**src/hdl/dpy_pkg.sv**
```systemverilog
// Shared constants, payload types and the arctangent table for the
// direction to pitch/yaw converter. No dependencies.
package dpy_pkg;

	localparam int COORD_WIDTH     = 24;
	localparam int ANGLE_FRAC_BITS = 16;
	localparam int CORDIC_STAGES   = 20;
	localparam int GUARD_BITS      = 24;
	localparam int ACC_FRAC        = 32;
	localparam int GAIN_SHIFT      = 30 - GUARD_BITS;

	// datapath, accumulator, angle and sideband widths
	localparam int DW     = COORD_WIDTH + GUARD_BITS + 8;
	localparam int ACC_W  = ACC_FRAC + 11;
	localparam int ANG_W  = ANGLE_FRAC_BITS + 9;
	localparam int SIDE_W = DW + 2;
	localparam int PW     = COORD_WIDTH + 1 + 32;

	// sideband bit positions
	localparam int SIDE_SPECIAL = SIDE_W - 1;
	localparam int SIDE_ZPOS    = SIDE_W - 2;

	// CORDIC gain 1.6467602581 in Q30
	localparam logic signed [31:0] GAIN_Q30 = 32'sd1768195363;

	localparam logic signed [ACC_W-1:0] YAW_BASE = ACC_W'(64'd180 << ACC_FRAC);

	// atan(2^-i) in degrees, Q32, rounded to nearest
	localparam logic signed [ACC_W-1:0] ATAN_DEG [32] = '{
		ACC_W'(64'd193273528320), ACC_W'(64'd114096026022),
		ACC_W'(64'd60285206653),  ACC_W'(64'd30601712202),
		ACC_W'(64'd15360239180),  ACC_W'(64'd7687607525),
		ACC_W'(64'd3844741810),   ACC_W'(64'd1922488225),
		ACC_W'(64'd961258780),    ACC_W'(64'd480631223),
		ACC_W'(64'd240315841),    ACC_W'(64'd120157949),
		ACC_W'(64'd60078978),     ACC_W'(64'd30039489),
		ACC_W'(64'd15019745),     ACC_W'(64'd7509872),
		ACC_W'(64'd3754936),      ACC_W'(64'd1877468),
		ACC_W'(64'd938734),       ACC_W'(64'd469367),
		ACC_W'(64'd234684),       ACC_W'(64'd117342),
		ACC_W'(64'd58671),        ACC_W'(64'd29335),
		ACC_W'(64'd14668),        ACC_W'(64'd7334),
		ACC_W'(64'd3667),         ACC_W'(64'd1833),
		ACC_W'(64'd917),          ACC_W'(64'd458),
		ACC_W'(64'd229),          ACC_W'(64'd115)
	};

	// one CORDIC beat: vector, angle accumulator and carried sideband
	typedef struct packed {
		logic signed [DW-1:0]    x;
		logic signed [DW-1:0]    y;
		logic signed [ACC_W-1:0] acc;
		logic [SIDE_W-1:0]       side;
	} dpy_data_t;

endpackage

```
**src/hdl/dpy_prep.sv**
```systemverilog
// Front stage: scales the vector, folds x < 0 into the right half plane,
// and forms the gain-compensated -z. Depends on dpy_pkg.
module dpy_prep (
	input  logic                                   clk,
	input  logic                                   arst_n,
	input  logic                                   en,
	input  logic                                   in_valid,
	input  logic signed [dpy_pkg::COORD_WIDTH-1:0] x_coord,
	input  logic signed [dpy_pkg::COORD_WIDTH-1:0] y_coord,
	input  logic signed [dpy_pkg::COORD_WIDTH-1:0] z_coord,
	output logic                                   valid_s1,
	output dpy_pkg::dpy_data_t                     data_s1
);

	logic signed [dpy_pkg::DW-1:0]        xs;
	logic signed [dpy_pkg::DW-1:0]        ys;
	logic signed [dpy_pkg::COORD_WIDTH:0] nz;
	logic signed [dpy_pkg::PW-1:0]        prod;
	logic signed [dpy_pkg::DW-1:0]        zk;
	logic                                 neg;
	logic                                 special;
	logic                                 zpos;
	dpy_pkg::dpy_data_t                   nxt;

	assign xs      = dpy_pkg::DW'(x_coord) <<< dpy_pkg::GUARD_BITS;
	assign ys      = dpy_pkg::DW'(y_coord) <<< dpy_pkg::GUARD_BITS;
	assign neg     = x_coord[dpy_pkg::COORD_WIDTH-1];
	assign special = (x_coord == '0) && (y_coord == '0);
	assign zpos    = !z_coord[dpy_pkg::COORD_WIDTH-1] && (z_coord != '0);

	assign nz   = -((dpy_pkg::COORD_WIDTH+1)'(z_coord));
	assign prod = nz * dpy_pkg::GAIN_Q30;
	assign zk   = dpy_pkg::DW'(prod >>> dpy_pkg::GAIN_SHIFT);

	assign nxt.x    = neg ? -xs : xs;
	assign nxt.y    = neg ? -ys : ys;
	assign nxt.acc  = neg ? dpy_pkg::YAW_BASE : '0;
	assign nxt.side = {special, zpos, zk};

	always_ff @(posedge clk or negedge arst_n) begin
		if (!arst_n) begin
			valid_s1 <= 1'b0;
		end else if (en) begin
			valid_s1 <= in_valid;
		end
	end

	always_ff @(posedge clk) begin
		if (en) begin
			data_s1 <= nxt;
		end
	end

endmodule

```
**config.mk**
```make
export PLATFORM = sky130hd
export DESIGN_NAME = dpy_prep
export DESIGN_NICKNAME = d
export VERILOG_FILES = /design/src/hdl/dpy_pkg.sv /design/src/hdl/dpy_prep.sv
export SDC_FILE = /design/constraint.sdc
export NUM_CORES = 1
export LEC_CHECK = 0
export ABC_AREA = 1
export BUFFER_PORTS_ARGS = -buffer_cell sky130_fd_sc_hd__buf_2
export CAP_MARGIN = 15
export CORE_MARGIN = 2
export CORE_UTILIZATION = 50
export DETAILED_ROUTE_END_ITERATION = 10
export PLACE_DENSITY_LB_ADDON = 0.08
export SETUP_SLACK_MARGIN = 0.02
export SLEW_MARGIN = 20
export SYNTH_ARGS = -nofsm -noshare
export SYNTH_HDL_FRONTEND = slang
export SYNTH_SLANG_ARGS = --single-unit
```
**constraint.sdc**
```tcl
create_clock -name clk -period 0.8 [get_ports clk]
set_clock_uncertainty 0.1 [all_clocks]
set_input_delay 0 -clock clk [delete_from_list [all_inputs] [get_ports clk]]
set_output_delay 0 -clock clk [all_outputs]
set_load 0.05 [all_outputs]
```
==> results.toml <==
[die]
io_pins = 290
core_sq_um = 39640
die_w_um = 204.2
fp-row-count = 73
die_height_um = 204.2
die_area_sq_um = 41680
start_util = 0.5053

[worst_setup_path]
worstPathRequired_ns = 0.89
end_kind = "register"
worstSetupPathType = "in -> reg"
arrival_ns = 6.06
cp-endpoint = "data_s1[35]"
start_kind = "input port"
reg2reg_setup_slack_ns = -0.07
startpoint = "z_coord[0]"
cp_slowest_stage_delay_ns = 0.56
path_max_fanout = 6
r2r-start = "valid_s1"
ff2ff_path_depth = 1
r2r_end = "valid_s1"
critPathSlowestCell = "fa_1"

[placed_design]
hpwl_um = 55810
place_congestion = 0.9968
io_buffers = 202
pre_cts_ws_ns = -5.845

[finish]
syn2layout_area_growth_pct = 55.76
final_cell_mix = "539 x inv_1, 425 x buf_4, 299 x nand2_1"
final_common_cell = "inv_1"
antenna_cells = 0
nets = 3815
drive_above_1_share = 0.4725

[global_routing]
grt_pass1_wl_um = 102800
overflow = 0
grt_max_degree = 22
grt_usage = 0.3277
antenna_found_initial = 0
grt_pass1_vias = 18860

[logic_synthesis]
ys_seq_area_frac = 0.1781
netlist_area_sq_um = 20030
synth_area_per_cell_sq_um = 8.139
ys_seq_elements = 119
synthCells = 2461
ys.warnings.count = 0
ys_types = 41

[routing]
drc = 0
totalWireLength_um = 70210
drt-wirelength-per-cell_um = 18.76
drt_iter0_drc = 1004
drtPass1Iterations = 7
drtAntennaViolNets = 0
vias_per_cell = 4.932
vias = 18460

[run_status]
violations = "negative hold slack, negative setup slack"
status = "finished, violations left"

[clock_network]
cts_max_level = 4
clk_latency_ns = 0.44
clkSinkCount = 119
cts_tree = "built"
cts_buffers = 17
clk_pin_slew_worst_paths_ns = 0.06
root_buffer = "clkbuf_16"
clock_path_buffers = 2

[timing]
drv_slew = 0
hold_slack_ns = -0.1514
rsz0062_at_grt = "yes"
finalCritPeriodShare = 7.458
hold_viol_final = 31
final.setup.tns_ns = -286.34
worst_slack_ns = -5.166
setup_viol = 224
fmax_ghz = 0.1676
min_period_ns = 5.966

[run]
cap_violations = 0

[hold_path]
hp-class = "in -> reg"
[repair_timing]
item	CTS	global route
hold buffers	12	1
setup endpoints to repair	224	234
hold endpoints to repair	51	34
pin swaps	271	206
buffers inserted	58	45
gates resized for setup	834	325
[kinds of logic after synthesis]
group / synth area share
XOR/XNOR: 0.03585
buffers and inverters: 0.1666
AO/OA/AOI/OAI: 0.02467
AND/OR/NAND/NOR: 0.1785
other: 0.0001872
multiplexers: 0.0005621
adder cells (fa/ha/maj): 0.4155
flip-flops: 0.1781
[stage by stage]
step                      instance area [sq um]  instances  utilization
after global routing                      31200       3742       0.7871
after global placement                    25490       3611       0.6431
after floorplan                           21380       2555            -
after CTS                                 29890       3709       0.7540
final                                     31200       3742       0.7871
after detailed placement                  25490       3611       0.6431
[worst min-delay path by stage]
stage                start           end  depth (start not counted)
4_1_cts        y_coord[22]  data_s1[147]                          3
3_3_place_gp        arst_n      valid_s1                          1
2_1_floorplan       arst_n      valid_s1                          0
5_1_grt         y_coord[3]  data_s1[128]                          3
3_5_place_dp        arst_n      valid_s1                          1
6_report       y_coord[22]  data_s1[147]                          3
[per-layer routing]
metal,wire length (um),track usage
met1,29530,0.4306
met2,34960,0.5747
met3,3198,0.03125
met4,2525,0.09394
met5,0,0
[sequential cells by signal (all words and copies together) (netlist names)]
register,cells
data_s1,118
valid_s1,1
[cell type report]
cell class / count / area, sq um
clock buffers: 20 / 436.7
clock inverters: 12 / 118.9
fillers: 2632 / 8441
inverters: 693 / 2713
multi-input cells: 1642 / 17380
flip-flops and latches: 119 / 3570
well taps: 525 / 656.9
repair buffers: 731 / 6324
[worst max-delay path, delay by kind of cell]
| family | cells | cell delay, ns |
|---|---|---|
| fa+ha+maj | 9 | 3.56 |
| simple gates | 13 | 1.54 |
| buf+inv | 7 | 0.58 |
| xor+xnor | 2 | 0.37 |
[Yosys cell counts, drive strengths merged]
library cell | number | area share
xnor2 | 13 | 0.0057
a21oi | 48 | 0.012
fa | 217 | 0.22
o31ai | 1 | 0.00037
o21ai | 28 | 0.0072
conb | 1 | 0.00019
o211ai | 3 | 0.0011
a31oi | 2 | 0.00062
dfrtp | 1 | 0.0012
a21boi | 2 | 0.00075
mux2 | 1 | 0.00056
or2 | 8 | 0.0025
nor3 | 28 | 0.011
nand3b | 2 | 0.00075
o21a | 1 | 0.00037
inv | 693 | 0.13
buf | 95 | 0.036
o21bai | 4 | 0.0015
a21o | 2 | 0.00075
nor4 | 5 | 0.0019
edfxtp | 118 | 0.18
and2 | 3 | 0.00094
xor2 | 69 | 0.030
ha | 318 | 0.20
nand3 | 79 | 0.022
nor2 | 161 | 0.033
nand2 | 530 | 0.10
nand4 | 22 | 0.0069
clkbuf | 6 | 0.0011
Power is left out: the tool's default activity adds up to more than one toggle a clock period on the data nets, which glitch-free logic cannot reach.
