==> src/hdl/dpy_pkg.sv <==
// Shared constants, payload types and the arctangent table for the
// direction to pitch/yaw converter. No dependencies.
package dpy_pkg;

	localparam int COORD_WIDTH     = 24;
	localparam int ANGLE_FRAC_BITS = 16;
	localparam int CORDIC_STAGES   = 20;
	localparam int GUARD_BITS      = 24;
	localparam int ACC_FRAC        = 32;
	localparam int GAIN_SHIFT      = 30 - GUARD_BITS;

	// datapath, accumulator, angle and sideband widths
	localparam int DW     = COORD_WIDTH + GUARD_BITS + 8;
	localparam int ACC_W  = ACC_FRAC + 11;
	localparam int ANG_W  = ANGLE_FRAC_BITS + 9;
	localparam int SIDE_W = DW + 2;
	localparam int PW     = COORD_WIDTH + 1 + 32;

	// sideband bit positions
	localparam int SIDE_SPECIAL = SIDE_W - 1;
	localparam int SIDE_ZPOS    = SIDE_W - 2;

	// CORDIC gain 1.6467602581 in Q30
	localparam logic signed [31:0] GAIN_Q30 = 32'sd1768195363;

	localparam logic signed [ACC_W-1:0] YAW_BASE = ACC_W'(64'd180 << ACC_FRAC);

	// atan(2^-i) in degrees, Q32, rounded to nearest
	localparam logic signed [ACC_W-1:0] ATAN_DEG [32] = '{
		ACC_W'(64'd193273528320), ACC_W'(64'd114096026022),
		ACC_W'(64'd60285206653),  ACC_W'(64'd30601712202),
		ACC_W'(64'd15360239180),  ACC_W'(64'd7687607525),
		ACC_W'(64'd3844741810),   ACC_W'(64'd1922488225),
		ACC_W'(64'd961258780),    ACC_W'(64'd480631223),
		ACC_W'(64'd240315841),    ACC_W'(64'd120157949),
		ACC_W'(64'd60078978),     ACC_W'(64'd30039489),
		ACC_W'(64'd15019745),     ACC_W'(64'd7509872),
		ACC_W'(64'd3754936),      ACC_W'(64'd1877468),
		ACC_W'(64'd938734),       ACC_W'(64'd469367),
		ACC_W'(64'd234684),       ACC_W'(64'd117342),
		ACC_W'(64'd58671),        ACC_W'(64'd29335),
		ACC_W'(64'd14668),        ACC_W'(64'd7334),
		ACC_W'(64'd3667),         ACC_W'(64'd1833),
		ACC_W'(64'd917),          ACC_W'(64'd458),
		ACC_W'(64'd229),          ACC_W'(64'd115)
	};

	// one CORDIC beat: vector, angle accumulator and carried sideband
	typedef struct packed {
		logic signed [DW-1:0]    x;
		logic signed [DW-1:0]    y;
		logic signed [ACC_W-1:0] acc;
		logic [SIDE_W-1:0]       side;
	} dpy_data_t;

endpackage

==> src/hdl/dpy_wrap.sv <==
// Output stage: rounds both accumulators to the output grid, wraps into
// [0, 360) and applies the zero-horizontal case. Holds the output register.
// Depends on dpy_pkg.
module dpy_wrap (
	input  logic                            clk,
	input  logic                            arst_n,
	input  logic                            en,
	input  logic                            in_valid,
	input  dpy_pkg::dpy_data_t              in_data,
	output logic                            out_valid_q,
	output logic [dpy_pkg::ANG_W-1:0]       pitch_q,
	output logic [dpy_pkg::ANG_W-1:0]       yaw_q
);

	localparam int RND_SHIFT = dpy_pkg::ACC_FRAC - dpy_pkg::ANGLE_FRAC_BITS;
	localparam int RW        = dpy_pkg::ACC_W + 1 - RND_SHIFT;
	localparam logic signed [dpy_pkg::ACC_W:0] RND_HALF =
		(dpy_pkg::ACC_W+1)'(64'd1 << (RND_SHIFT - 1));
	localparam logic signed [RW-1:0] FULL = RW'(64'd360 << dpy_pkg::ANGLE_FRAC_BITS);
	localparam logic [dpy_pkg::ANG_W-1:0] PITCH_UP =
		dpy_pkg::ANG_W'(64'd270 << dpy_pkg::ANGLE_FRAC_BITS);
	localparam logic [dpy_pkg::ANG_W-1:0] PITCH_DOWN =
		dpy_pkg::ANG_W'(64'd90 << dpy_pkg::ANGLE_FRAC_BITS);

	function automatic logic [dpy_pkg::ANG_W-1:0] to_angle(
		input logic signed [dpy_pkg::ACC_W-1:0] acc);
		logic signed [dpy_pkg::ACC_W:0] sum;
		logic signed [RW-1:0]           r;
		sum = (dpy_pkg::ACC_W+1)'(acc) + RND_HALF;
		r   = RW'(sum >>> RND_SHIFT);
		if (r < 0) begin
			r = r + FULL;
		end else if (r >= FULL) begin
			r = r - FULL;
		end
		return r[dpy_pkg::ANG_W-1:0];
	endfunction

	logic                             special;
	logic                             zpos;
	logic [dpy_pkg::ANG_W-1:0]        pitch_d;
	logic [dpy_pkg::ANG_W-1:0]        yaw_d;
	logic signed [dpy_pkg::ACC_W-1:0] yaw_acc;

	assign special = in_data.side[dpy_pkg::SIDE_SPECIAL];
	assign zpos    = in_data.side[dpy_pkg::SIDE_ZPOS];
	assign yaw_acc = in_data.side[dpy_pkg::ACC_W-1:0];

	always_comb begin
		if (special) begin
			pitch_d = zpos ? PITCH_UP : PITCH_DOWN;
			yaw_d   = '0;
		end else begin
			pitch_d = to_angle(in_data.acc);
			yaw_d   = to_angle(yaw_acc);
		end
	end

	always_ff @(posedge clk or negedge arst_n) begin
		if (!arst_n) begin
			out_valid_q <= 1'b0;
		end else if (en) begin
			out_valid_q <= in_valid;
		end
	end

	always_ff @(posedge clk) begin
		if (en) begin
			pitch_q <= pitch_d;
			yaw_q   <= yaw_d;
		end
	end

endmodule

==> config.mk <==
export PLATFORM = sky130hd
export DESIGN_NAME = dpy_wrap
export DESIGN_NICKNAME = d
export VERILOG_FILES = /design/src/hdl/dpy_pkg.sv /design/src/hdl/dpy_wrap.sv
export SDC_FILE = /design/constraint.sdc
export NUM_CORES = 1
export LEC_CHECK = 0
export BUFFER_PORTS_ARGS = -buffer_cell sky130_fd_sc_hd__buf_4
export CAP_MARGIN = 20
export CORE_MARGIN = 2
export CORE_UTILIZATION = 30
export DETAILED_ROUTE_END_ITERATION = 10
export GPL_ROUTABILITY_DRIVEN = 0
export MAX_ROUTING_LAYER = met4
export PLACE_DENSITY = 0.67
export SYNTH_ARGS = -nofsm -noshare
export SYNTH_HDL_FRONTEND = slang
export SYNTH_SLANG_ARGS = --single-unit
==> constraint.sdc <==
create_clock -name clk -period 0.85 [get_ports clk]
set_input_delay 0 -clock clk [delete_from_list [all_inputs] [get_ports clk]]
set_output_delay 0 -clock clk [all_outputs]
set_load 0.005 [all_outputs]
==> flow_metrics.py <==
metrics = {
    "cells_and_area": {
        "fillers": 950,
        "instances_no_fill": 785,
        "finalInstanceArea_mm2": 0.006850,
        "fin_nets": 860,
        "fin_util_pct": 57.27,
        "n_antenna_cell": 0,
        "layout-drive-gt1-share_pct": 59.40,
        "final_common_cell": "buf_4",
        "layout.cells.most_common_list": "buf_4, edfxtp_1, buf_6, nor2_1",
        "syn_to_final_growth_pct": 86.73,
    },
    "logic_synthesis": {
        "synth_xor_area_share_pct": 10.27,
        "ys_seq_area_share_pct": 41.61,
        "synth_top_area_share_pct": 40.93,
        "synth_top_family_by_area": "simple AND/OR/NAND/NOR gates",
        "synthTopCellsByArea": "edfxtp_1, xor2_1, nor2_1",
        "postSynthCellCount": 378,
        "async_reset_ff_share_pct": 1.961,
        "synth_mux_area_share_pct": 1.671,
        "synth_ff_type": "edfxtp_1",
        "synth_compound_area_share_pct": 12.52,
        "synth_adder_area_share_pct": 2.046,
        "synth_cell_types": 63,
        "syn_avg_cell_area_um2": 9.705,
        "yosys_warnings": 0,
        "syn-cell-area_mm2": 0.003669,
        "synth_edf_count": 50,
        "synth_nets": 601,
        "ys_seq_elements": 51,
        "synth-simple-area-share_pct": 29.02,
        "yosys.area.top_type": "edfxtp_1",
    },
    "place": {
        "place_area_mm2": 0.005966,
        "port_buffers": 112,
        "hpwl_um": 9944,
        "dp.cells": 749,
    },
    "worst_setup_path": {
        "critPathLaunchType": "input port",
        "crit_arrival_ns": 2.12,
        "cp.required_ns": 0.90,
        "startpoint": "in_data[16]",
        "worst_setup_path_end_kind": "flop",
        "crit-reg2reg-launch": "out_valid_q$_DFFE_PN0P_",
        "path_max_fanout": 5,
        "crit_type": "in -> reg",
    },
    "cts": {
        "clk_latency_ns": 0.29,
        "tritoncts": "built",
        "numClockSinks": 51,
        "cts.path.max_buffers": 2,
        "cts_made_buffers": 5,
        "cts_max_level": 2,
        "clk_pin_slew_ns": 0.07,
        "root_buffer": "clkbuf_16",
    },
    "floorplan": {
        "fp.dieW_um": 114.6,
        "boundaryPins": 268,
        "die_h_um": 114.6,
        "initial_core_util_pct": 30.67,
        "die_area_mm2": 0.01313,
        "num_rows": 40,
        "core-area_mm2": 0.01196,
    },
    "timing": {
        "finalCriticalPeriod_ns": 2.074,
        "timing.final.crit_share_pct": 244.0,
        "fmax_mhz": 482.1,
        "maxSlewHeadroom_pct": 74.28,
        "worst_slack_ns": -1.224,
        "worst_pin_slew_ns": 0.3848,
        "setup_violations": 47,
        "fin_skew_ns": 0,
        "rsz0062_at_grt": "yes",
        "tns_ns": -18.10,
        "finalHoldViolCount": 0,
        "slew_violations": 0,
    },
    "power_and_ir_drop": {
        "p_leak_nw": 2.827,
        "switching_share_pct": 27.24,
        "clkPwrFrac_pct": 27.6,
        "pwr_density_cell_mw_per_mm2": 1070,
        "switching_power_w": 0.001997,
        "comb_power_share_pct": 29.9,
        "seqPwrFrac_pct": 42.5,
        "peakVddDrop_mv": 0.7591,
        "p_int_w": 0.005333,
    },
    "global_route": {
        "antenna_found_initial": 0,
        "grt_use_total_pct": 19.92,
        "grt_pass1_vias": 3909,
        "grt-ovfl-total": 0,
        "grt_max_degree": 33,
        "grt_first_pass_wirelength_um": 19670,
    },
    "route": {
        "drtIter0Drc": 244,
        "dr.pass1.iters": 4,
        "avgViaCountPerCell": 5.166,
        "vias": 4055,
        "routed_wirelength_um": 13570,
        "wl_per_cell_um": 17.29,
        "drcViolationCount": 0,
        "antenna_left": 0,
    },
    "worst_hold_path": {
        "hp-class": "in -> async",
    },
    "run": {
        "maxCapViolCount": 0,
    },
    "run_status": {
        "status": "finished with violations",
        "violations": "negative setup slack",
    },
}
critical path, cell delays in order:
cell and delay (ns):
buf_8 0.08, ha_4 0.12, and3_4 0.19, nand4_1 0.18
or4_4 0.56, o221a_4 0.14, o311ai_4 0.39, buf_4 0.18
mux2i_1 0.17, a21oi_1 0.08
logic make-up (layout without fill, tap and decap cells):
kind of cell | Yosys count | after routing
buffers and inverters | 26 | 286
flip-flops | 51 | 51
adder cells (fa/ha/maj) | 6 | 6
AO/OA/AOI/OAI | 56 | 56
AND/OR/NAND/NOR | 190 | 190
XOR/XNOR | 43 | 43
multiplexers | 6 | 6
final cells by class:
class                           instances  area, um2  share of cell area [%]
Clock inverter                          2      12.51                  0.1826
Inverter                                9      36.28                  0.5297
Tap cell                              147      183.9                   2.685
Clock buffer                            6      128.9                   1.881
Timing Repair Buffer                  269       2298                   33.55
Multi-Input combinational cell        301       2664                   38.89
Sequential cell                        51       1526                   22.28
state kept, by name, summed over array words and instances (netlist names):
register	count
pitch_q	25
yaw_q	25
out_valid_q	1
Yosys cell counts (5+ instances only):
| cell type | count |
|---|---|
| ha_1 | 6 |
| nor3_1 | 11 |
| a31oi_1 | 5 |
| o21ai_0 | 5 |
| nand4_1 | 15 |
| inv_1 | 9 |
| a21oi_1 | 8 |
| nand2_1 | 21 |
| and4_1 | 14 |
| nor2_1 | 48 |
| and3_1 | 12 |
| clkbuf_1 | 12 |
| or2_2 | 5 |
| mux2i_1 | 5 |
| edfxtp_1 | 50 |
| nor4_1 | 5 |
| nand3_1 | 29 |
| o31a_1 | 5 |
| xor2_1 | 26 |
| xnor2_1 | 17 |
power by group through the flow:
stage          registers, W  clock network, W  logic (W)
4_1_cts             0.00312           0.00204    0.00205
3_3_place_gp        0.00316                 0    0.00186
2_1_floorplan       0.00315                 0   0.000662
6_report            0.00312           0.00202    0.00219
3_5_place_dp        0.00316                 0    0.00190
5_1_grt             0.00313           0.00214    0.00235
stage by stage:
stage	setup slack [ns]	power (W)	hold WS, ns
2_1_floorplan	-1.323	0.003815	-0.2956
3_3_place_gp	-1.485	0.005019	-0.2252
3_5_place_dp	-1.562	0.005065	-0.2240
4_1_cts	-1.219	0.007210	0.01894
5_1_grt	-1.301	0.007624	0.04378
6_report	-1.224	0.007330	0.03384
path summary, 6_finish.rpt:
kind / cells past startpoint / slack, ns / end
max in group asynchronous: 2 / 0.73 / out_valid_q$_DFFE_PN0P_
hold / removal: 2 / 0.03 / out_valid_q$_DFFE_PN0P_
min in group clk: 3 / 0.04 / pitch_q[5]$_SDFFCE_PP0P_
hold reg to reg: 1 / 0.54 / out_valid_q$_DFFE_PN0P_
setup / recovery: 10 / -1.22 / yaw_q[20]$_SDFFCE_PP0P_
setup reg to reg: 1 / 0.09 / out_valid_q$_DFFE_PN0P_
layer usage:
metal | GRT usage, % | vias up | share of wire (%)
li1 | - | 1955 | -
met4 | 8.537 | 0 | 2.6
met3 | 3.970 | 21 | 5.7
met2 | 32.94 | 114 | 52
met1 | 23.61 | 1965 | 40
met5 | - | - | 0
what timing repair did:
action	CTS	global route
pin swaps	41	38
buffers inserted	16	14
setup endpoints to repair	53	58
endpoints found under the hold margin	2	0
hold buffers	2	0
gates resized for setup	63	58
No activity file was read; power rests on OpenSTA's default activity.
